<file path="src/design/ppp_pkg.sv">
// Package with widths, types and helpers for the pinhole point projector.
package ppp_pkg;

  localparam int FRAC_BITS  = 16;
  localparam int PIXEL_BITS = 16;
  localparam int COEF_W     = 32;
  localparam int PROD_W     = 64;
  localparam int SUM_W      = 66;
  localparam int MAG_W      = 65;
  localparam int QBITS      = PIXEL_BITS + 1;
  localparam int NCOEF      = 12;

  localparam logic       OP_LOAD    = 1'b0;
  localparam logic       OP_PROJECT = 1'b1;
  localparam logic [1:0] ST_OK      = 2'd0;
  localparam logic [1:0] ST_ZERO    = 2'd1;
  localparam logic [1:0] ST_SAT     = 2'd2;

  // One divider cell's payload: running remainders and quotients of both coordinates.
  typedef struct packed {
    logic               valid;
    logic [MAG_W-1:0]   num_u;
    logic [MAG_W-1:0]   num_v;
    logic [MAG_W-1:0]   rem_u;
    logic [MAG_W-1:0]   rem_v;
    logic [MAG_W-1:0]   den;
    logic [QBITS-1:0]   q_u;
    logic [QBITS-1:0]   q_v;
    logic               big_u;
    logic               big_v;
    logic               neg_u;
    logic               neg_v;
    logic               zero;
  } div_cell_t;

endpackage

</file>
<file path="src/design/ppp_div_cell.sv">
// One restoring-division cell: brings in one numerator bit per coordinate and subtracts.
module ppp_div_cell (
  input  logic              clk,
  input  logic              rst,
  input  logic              en,
  input  logic [6:0]        bit_pos,
  input  ppp_pkg::div_cell_t prev,
  output ppp_pkg::div_cell_t cur
);

  ppp_pkg::div_cell_t nxt;
  logic [ppp_pkg::MAG_W:0] ru, rv;

  always_comb begin
    nxt = prev;
    ru  = {prev.rem_u, prev.num_u[bit_pos]};
    rv  = {prev.rem_v, prev.num_v[bit_pos]};
    // Remainder stays below the divisor, so dropping the top bit after subtraction is safe.
    if (ru >= {1'b0, prev.den}) begin
      ru = ru - {1'b0, prev.den};
      if (bit_pos >= 7'(ppp_pkg::QBITS)) nxt.big_u = 1'b1;
      else nxt.q_u[bit_pos[4:0]] = 1'b1;
    end
    if (rv >= {1'b0, prev.den}) begin
      rv = rv - {1'b0, prev.den};
      if (bit_pos >= 7'(ppp_pkg::QBITS)) nxt.big_v = 1'b1;
      else nxt.q_v[bit_pos[4:0]] = 1'b1;
    end
    nxt.rem_u = ru[ppp_pkg::MAG_W-1:0];
    nxt.rem_v = rv[ppp_pkg::MAG_W-1:0];
  end

  always_ff @(posedge clk) begin
    if (rst) begin
      cur.valid <= 1'b0;
    end else if (en) begin
      cur.valid <= prev.valid;
    end
    if (en) begin
      cur.num_u <= nxt.num_u; cur.num_v <= nxt.num_v;
      cur.rem_u <= nxt.rem_u; cur.rem_v <= nxt.rem_v;
      cur.den   <= nxt.den;   cur.q_u   <= nxt.q_u;  cur.q_v <= nxt.q_v;
      cur.big_u <= nxt.big_u; cur.big_v <= nxt.big_v;
      cur.neg_u <= nxt.neg_u; cur.neg_v <= nxt.neg_v; cur.zero <= nxt.zero;
    end
  end

endmodule

</file>
<file path="config.mk">
export PLATFORM = sky130hd
export DESIGN_NAME = ppp_div_cell
export DESIGN_NICKNAME = d
export VERILOG_FILES = /design/src/design/ppp_pkg.sv /design/src/design/ppp_div_cell.sv
export SDC_FILE = /design/constraint.sdc
export NUM_CORES = 1
export LEC_CHECK = 0
export CORE_AREA = 2 2 289 291
export CTS_CLUSTER_SIZE = 24
export DETAILED_ROUTE_END_ITERATION = 12
export DIE_AREA = 0 0 291 293
export DONT_BUFFER_PORTS = 1
export PLACE_DENSITY = 0.41
export SLEW_MARGIN = 40
export SYNTH_ARGS = -nofsm -noshare
export SYNTH_HDL_FRONTEND = slang
export SYNTH_SLANG_ARGS = --single-unit
</file>
<file path="constraint.sdc">
create_clock -name clk -period 9.3 [get_ports clk]
set_input_delay 2.325 -clock clk [delete_from_list [all_inputs] [get_ports clk]]
set_output_delay 2.325 -clock clk [all_outputs]
set_load 0.02 [all_outputs]
</file>
Yosys cells after proc, flatten, opt, wreduce, memory -nomap -nowiden
Cells that the tools add are included.

cells by class
  add/sub/neg operators = 2
  bitwise logic cells = 2
  reduce and logical (&&, ||, !) cells = 1
  muxes and demuxes = 16
  magnitude comparators = 6

operators by type and width
  kind                                                               number
  greater-or-equal comparator 66 x 65 -> 1 bit                       2
  two-way mux 65 bit                                                 2
  subtractor 65 bit                                                  2
  two-way mux 17 bit                                                 4
  OR 17 bit                                                          2
  binary-select mux 1 bit (select 7 bit)                             2
  less-than comparator 7 x 8 -> 1 bit, second input constant         1
  greater-or-equal comparator 7 x 5 -> 1 bit, second input constant  1
  two-way mux 1 bit                                                  7
  less-than comparator 5 x 6 -> 1 bit, second input constant         1
  demux 1 bit (select 5 bit)                                         1
  greater-or-equal comparator 5 x 1 -> 1 bit, second input constant  1
  logical AND 1 bit                                                  1

word-level totals
  input bits = 375
  register bits = 365
  logic and storage cells = 40
  output and inout port bits = 365

Depth between registers and ports, before layout
Gate-level depths: netlist of run 1.

  depth in word-level cells = 7
  depth in mapped cells = 23
  gate-level depth less buffers = 20

Least setup slack after synthesis of run 1
Ideal clock, no wire load.

  path type = input to register
  start = in bit_pos[0]
  end = reg cur[170] (netlist name), data pin
  path buffers = 3
  stages on the path = 20
  data required time = 9.038 ns
  setup time = 0.262 ns
  data arrival time = 7.008 ns
  path slack = 2.029 ns
  path through = buf_2 buf_2 mux4_2 mux4_2 o22ai_1 nor3_1 a21oi_1 ha_1 inv_1 fa_1 a21oi_1 o22ai_1 a31o_2 nor2b_1 o311a_1 o311ai_2 a21oi_2 a21boi_4 buf_6 mux2_1

RTL lines
  item             line               text
  start, declared  ppp_div_cell.sv:6  input logic [6:0] bit_pos,
  end, declared    ppp_div_cell.sv:8  output ppp_pkg::div_cell_t cur

==> reports/metrics.csv, run 1 <==
metric;value;unit
status;finished clean;
setup-tns-final;0;ps
ys.flop_type;edfxtp_1;
mostFrequentLayoutCells;364 x edfxtp_1, 204 x a21oi_1, 183 x nand2_1;
startpoint_type;input pin;
synthXorXnorAreaFrac;4.87;%
io-pin-count;740;
path_class;input pin to flop;
drtIter0Drc;920;
synth_mux_area_share;5.54;%
fin_total_pwr;5.14;mW
synth_top_family_by_area;compound AO/OA/AOI/OAI gates;
skew;0;ps
power.net_switching;1.62;mW
rsz0062_at_grt;false;
via_per_inst;5.20;
htree_levels;2;
cts.sinks;365;
layout.cells.non_filler;3040;
fin_crit_sh;83.0;%
overflow;0;
swShare;31.6;%
hold_depth;2;
cts-root-buf;clkbuf_16;
largest_reg_flops;365;
min_from;cur[364];
routedWlPerCell;30.3;um
p_leak;9.00;nW
ant_nets;0;
async_flop_share;0;%
clkPwrFrac;37.0;%
reg.largest.list;cur x365;
die_area;85300;um^2
wl;92200;um
synth_seq_cells;365;
avgSynthCellArea;11.1;um^2
min_to;cur[364];
netlist_area;21600;um^2
rows;105;
synthCells;1938;
min_path_type;flop to flop;
cts_made_buffers;47;
reg2reg_slack;8600;ps
vias;15800;
grt_max_degree;366;
required;9610;ps
ys_warn_count;0;
gp_congestion;0.861;
fin_area;24300;um^2
synth_adder_area_share;7.72;%
drive_gt1_share;9.42;%
cts.hold.buffers_added;0;
die_w;291;um
synth_compound_area_share;17.6;%
core-area;81800;um^2
tritoncts;done;
grt_pass1_wl;126000;um
maxSlewHeadroom;41.7;%
cts_setup_buffers;0;
r2r-end;cur[364];
ys_seq_area_share;50.7;%
yosysUniqueCellTypes;85;
holdWs;611;ps
p_comb_share;15.9;%
synth_edf_count;364;
critPathCaptureType;flop;
nFillCells;8459;
layout_commonest_cell;edfxtp_1;
largest-register;cur;
cts_buffer_depth;3;
r2r_cells;2;
synthToLayoutAreaGrowth;12.6;%
power.internal;3.51;mW
powerDensity;211;nW/um^2
antenna_found_initial;8;
drc;0;
grt_usage;20.8;%
dp_cells;2948;
first_pass_iters;7;
crit_fanout;38;
grt_pass1_vias;15800;
arrival;8030;ps
r2r_start;cur[364];
die_h;293;um
portBuffers;0;
placed_area;22700;um^2
initial_utilization;26.4;%
vdd_drop_max;111;uV
period_needed;7720;ps
maxCapViolations;0;
clk_latency;590;ps
seq_power_share;47.1;%
cts_resized;0;
clk_pin_slew;70;ps
place_hpwl;75400;um
drv_slew;0;
synthesis.nets;2445;
final_nets;2434;
synthSimpleGateAreaFrac;10.3;%
worst_pin_slew;865;ps
setup_viol;0;
finalHoldViolCount;0;
clock.fmax;130;MHz
-- layer usage --
| metal | global-route usage (%) | vias to the layer above | wire, um |
|---|---|---|---|
| li1 | - | 7306 | - |
| met1 | 21.9 | 7694 | 33100 |
| met2 | 37.1 | 668 | 46700 |
| met3 | 8.55 | 130 | 9150 |
| met4 | 7.44 | 6 | 3320 |
| met5 | 0 | - | 40 |
-- Yosys cell counts (31+ instances only) --
cell | n | share of area, %
nor3_1 | 38 | 0.88
xor2_1 | 47 | 1.9
a21oi_1 | 204 | 4.7
clkbuf_1 | 38 | 0.66
nor2_1 | 132 | 2.3
inv_1 | 99 | 1.7
ha_1 | 130 | 7.5
o21bai_1 | 46 | 1.6
a21o_1 | 75 | 2.6
nand4_1 | 31 | 0.90
edfxtp_1 | 364 | 51
nand2_1 | 183 | 3.2
mux4_2 | 36 | 3.8
o21ai_0 | 116 | 2.7
xnor2_1 | 73 | 3.0
-- cells by family after synthesis --
kind of cell               Yosys count
AOI/OAI and AO/OA                  592
xor gates and xnor gates           120
adders and majority gates          132
buffers and inverters              170
DFF                                365
muxes                               71
and+or+nand+nor                    488
-- power groups by stage --
stage               sequential, mW  combinational (mW)  clock [mW]
floorplan                     2.35               0.624           0
global placement              2.47               0.815           0
detailed placement            2.46               0.816           0
CTS                           2.43               0.823        1.97
global route                  2.44               0.910        2.02
finish                        2.42               0.818        1.90
-- per-stage QoR --
stage	util, %	setup slack [ps]
6_report	29.7	1580
4_1_cts	29.7	1520
3_3_place_gp	27.8	985
3_5_place_dp	27.8	887
5_1_grt	29.7	1180
2_1_floorplan	-	2030
-- how the worst max path moves through the flow --
stage / startpoint / slack [ps] / cells after the start / to
final: bit_pos[0] / 1580 / 20 / cur[190]
after global routing: bit_pos[0] / 1180 / 20 / cur[190]
after CTS: bit_pos[0] / 1520 / 20 / cur[190]
after detailed placement: bit_pos[0] / 890 / 20 / cur[190]
after global placement: bit_pos[0] / 980 / 20 / cur[189]
after floorplan: bit_pos[0] / 2030 / 20 / cur[170]
-- final cells by class --
cell class | count | area (um^2) | area share, %
antenna | 6 | 15.0 | 0.0617
clock buffer | 55 | 1210 | 4.96
clock inverter | 31 | 373 | 1.53
inverter | 99 | 372 | 1.53
multi-input combinational | 1403 | 9950 | 40.9
sequential | 365 | 11000 | 45.0
tap | 1070 | 1340 | 5.50
timing repair buffer | 11 | 120 | 0.494
-- worst max-delay path: stages --
cell and delay, ps:
mux4_2 480, mux2_2 300, a21oi_1 210, o21ai_0 150, a21oi_1 170, nor3_1 60, a21oi_1 530, ha_1 290
inv_1 60, fa_1 400, a21oi_1 230, o22ai_1 180, a31o_2 350, nor2b_1 170, o311a_1 410, o311ai_2 510
a21oi_2 210, a21boi_4 400, buf_4 390, o21ai_0 170
Note: power is estimated with default switching activity, not from simulation.
==> inputs of run 2 (changes only) <==
- ABC_AREA: unset -> 1
- CORE_AREA: 2 2 289 291 -> 2 2 288 290
- DIE_AREA: 0 0 291 293 -> 0 0 290 292
- PLACE_DENSITY: 0.41 -> 0.48
- clock period: 9.3 -> 7.3 ns (I/O delays scaled with it)
==> run 2 against run 1 <==
Compared with the run above: the flow now finishes with violations (max-slew violations); power increased by 29%; core utilization increased by 6.6 points; sequential share of layout area fell by 8.0 points; first-iteration DRC count increased by 97%; critical endpoint is now cur[105]; routed wire length increased by 30%; register-to-register slack got worse by 2000 ps.
==> reports/metrics.csv, run 2 <==
metric;value;unit;change
status;finished with violations;;was finished clean
violations;max-slew violations;;
ys_seq_area_share;40.4;%;was 50.7%
vias;24300;;was 15,800
min_path_type;flop to flop;;unchanged
period_needed;5400;ps;
required;7760;ps;was 9610 ps
cts-root-buf;clkbuf_16;;unchanged
mostFrequentLayoutCells;1,781 x nand2_1, 782 x inv_1, 364 x edfxtp_1;;was 364 x edfxtp_1, 204 x a21oi_1, 183 x nand2_1
portBuffers;0;;unchanged
r2r_cells;2;;unchanged
rsz0062_at_grt;false;;unchanged
r2r_start;cur[364];;unchanged
largest_reg_flops;365;;unchanged
synth_area_leaders;edfxtp_1 40%, nand2_1 25%, inv_1 11%;;was edfxtp_1 51%, ha_1 7.5%, a21oi_1 4.7%
synthesis.nets;4449;;was 2,445
reg2reg_slack;6600;ps;was 8600 ps
maxCapViolations;0;;unchanged
antenna_found_initial;12;;was 8
htree_levels;2;;unchanged
ys.flop_type;edfxtp_1;;unchanged
setup_viol;0;;unchanged
overflow;0;;unchanged
wl;120000;um;was 92,200 um
routedWlPerCell;23.7;um;was 30.3 um
largest-register;cur;;unchanged
startpoint_type;input pin;;unchanged
cts_buffer_depth;3;;unchanged
die_area;84700;um^2;was 85,300 um^2
final_nets;4456;;was 2,434
clk_latency;590;ps;about the same
grt_usage;27.5;%;was 20.8%
tritoncts;done;;unchanged
crit_fanout;46;;was 38
nFillCells;8913;;was 8,459
synthToLayoutAreaGrowth;9.17;%;was 12.6%
drc;0;;unchanged
via_per_inst;4.81;;was 5.20
p_leak;15.6;nW;was 9.00 nW
vdd_drop_max;161;uV;was 111 uV
die_h;292;um;was 293 um
fin_total_pwr;6.63;mW;was 5.14 mW
path_class;input pin to flop;;unchanged
maxSlewHeadroom;-26.7;%;was 41.7%
cts_made_buffers;42;;was 47
synth.top_cell.area_share;40.3;%;was 50.6%
yosysMostFrequentCell;nand2_1;;was edfxtp_1
drv_slew;169;;was 0
layout_commonest_cell;nand2_1;;was edfxtp_1
grt_max_degree;366;;unchanged
initial_utilization;33.2;%;was 26.4%
reg.largest.list;cur x365;;unchanged
drive_gt1_share;5.15;%;was 9.42%
powerDensity;224;nW/um^2;was 211 nW/um^2
cts.sinks;365;;unchanged
synth_edf_count;364;;unchanged
critPathCaptureType;flop;;unchanged
async_flop_share;0;%;unchanged
min_from;cur[364];;unchanged
gp_congestion;0.985;;was 0.861
netlist_area;27100;um^2;was 21,600 um^2
synth_area_leader_cell;edfxtp_1;;unchanged
io-pin-count;740;;unchanged
core-area;81600;um^2;was 81,800 um^2
r2r-end;cur[364];;unchanged
place_hpwl;103000;um;was 75,400 um
fin_crit_sh;74.0;%;
drtIter0Drc;1815;;was 920
yosysUniqueCellTypes;34;;was 85
rows;105;;unchanged
setup-tns-final;0;ps;unchanged
finalHoldViolCount;0;;unchanged
arrival;5860;ps;was 8030 ps
clock.fmax;185;MHz;
ys_warn_count;0;;unchanged
avgSynthCellArea;6.88;um^2;was 11.1 um^2
synthCells;3942;;was 1,938
grt_pass1_wl;168000;um;was 126,000 um
first_pass_iters;5;;was 7
cts_resized;0;;unchanged
synthTopCellsByCount;1,781 x nand2_1, 782 x inv_1, 364 x edfxtp_1;;was 364 x edfxtp_1, 204 x a21oi_1, 183 x nand2_1
skew;0;ps;unchanged
cts.hold.buffers_added;0;;unchanged
die_w;290;um;was 291 um
grt_pass1_vias;24000;;was 15,800
clk_pin_slew;60;ps;was 70 ps
critPathCapture;cur[105];;was cur[190]
ant_nets;0;;unchanged
synth_seq_cells;365;;unchanged
critPathLaunch;bit_pos[1];;was bit_pos[0]
worst_pin_slew;1900;ps;was 865 ps
cts_setup_buffers;0;;unchanged
[run 2: kinds of logic (layout without fill, tap and decap cells)]
| logic type | after synthesis | in the layout | synth area share (%) |
|---|---|---|---|
| other | 0 | 11 | 0 |
| and+or+nand+nor | 2402 | 2402 | 36.4 |
| AOI/OAI and AO/OA | 134 | 134 | 2.50 |
| muxes | 1 | 1 | 0.0369 |
| adders and majority gates | 132 | 132 | 6.15 |
| DFF | 365 | 365 | 40.4 |
| xor gates and xnor gates | 60 | 60 | 1.94 |
| buffers and inverters | 848 | 886 | 12.6 |
[run 2: how the worst min path moves through the flow]
stage | end | slack (ps) | cells past startpoint
4_1_cts | cur[364] | 620 | 2
2_1_floorplan | cur[364] | 580 | 2
3_5_place_dp | cur[364] | 610 | 2
3_3_place_gp | cur[364] | 600 | 2
5_1_grt | cur[364] | 640 | 2
6_report | cur[364] | 620 | 2
[run 2: metal layers]
layer	vias to the layer above	GRT usage, %	routed length (um)
li1	12100	-	-
met1	11300	30.9	46100
met2	819	51.6	62100
met3	152	5.41	7580
met4	6	9.43	4360
met5	-	0	60
[run 2: critical path, cell delays in order]
cell and delay (ps):
nand2_1 250, inv_2 290, nand2_1 130, nand2_1 50, o21ai_0 140, nand2_1 60, nor2_1 150, nand3_1 100
nand2_1 70, nand3_1 260, inv_1 130, ha_1 150, inv_1 70, fa_1 400, nand3_1 120, nand3_2 130
nand2_1 100, nand2_2 90, nand2_2 80, nand2_1 70, nand2_1 100, nand2_4 70, inv_4 440, buf_4 370
nand2_1 80, nand2_1 70
[run 2: area by class of cell]
type	instances	area, um^2	share of cell area, %
multi-input combinational	2729	12800	43.1
sequential	365	11000	37.0
inverter	803	3020	10.2
tap	1070	1340	4.52
clock buffer	47	1070	3.61
clock inverter	28	359	1.21
timing repair buffer	8	76.3	0.258
antenna	11	27.5	0.0930
[run 2: power breakdown]
group,internal [mW],switching [mW]
Clock,1.29,0.950
Sequential,2.61,0.412
Combinational,0.409,0.971
[run 2: metrics by stage]
step | hold WS (ps) | cell area [um^2] | util [%] | instances | setup slack, ps
detailed placement | 610 | 28100 | 34.5 | 4975 | 1210
finish | 620 | 29600 | 36.3 | 5061 | 1900
CTS | 620 | 29600 | 36.2 | 5050 | 1830
global placement | 597 | 28100 | 34.5 | 4975 | 988
floorplan | 579 | 27100 | - | 3942 | 2620
global route | 643 | 29600 | 36.3 | 5060 | 1500
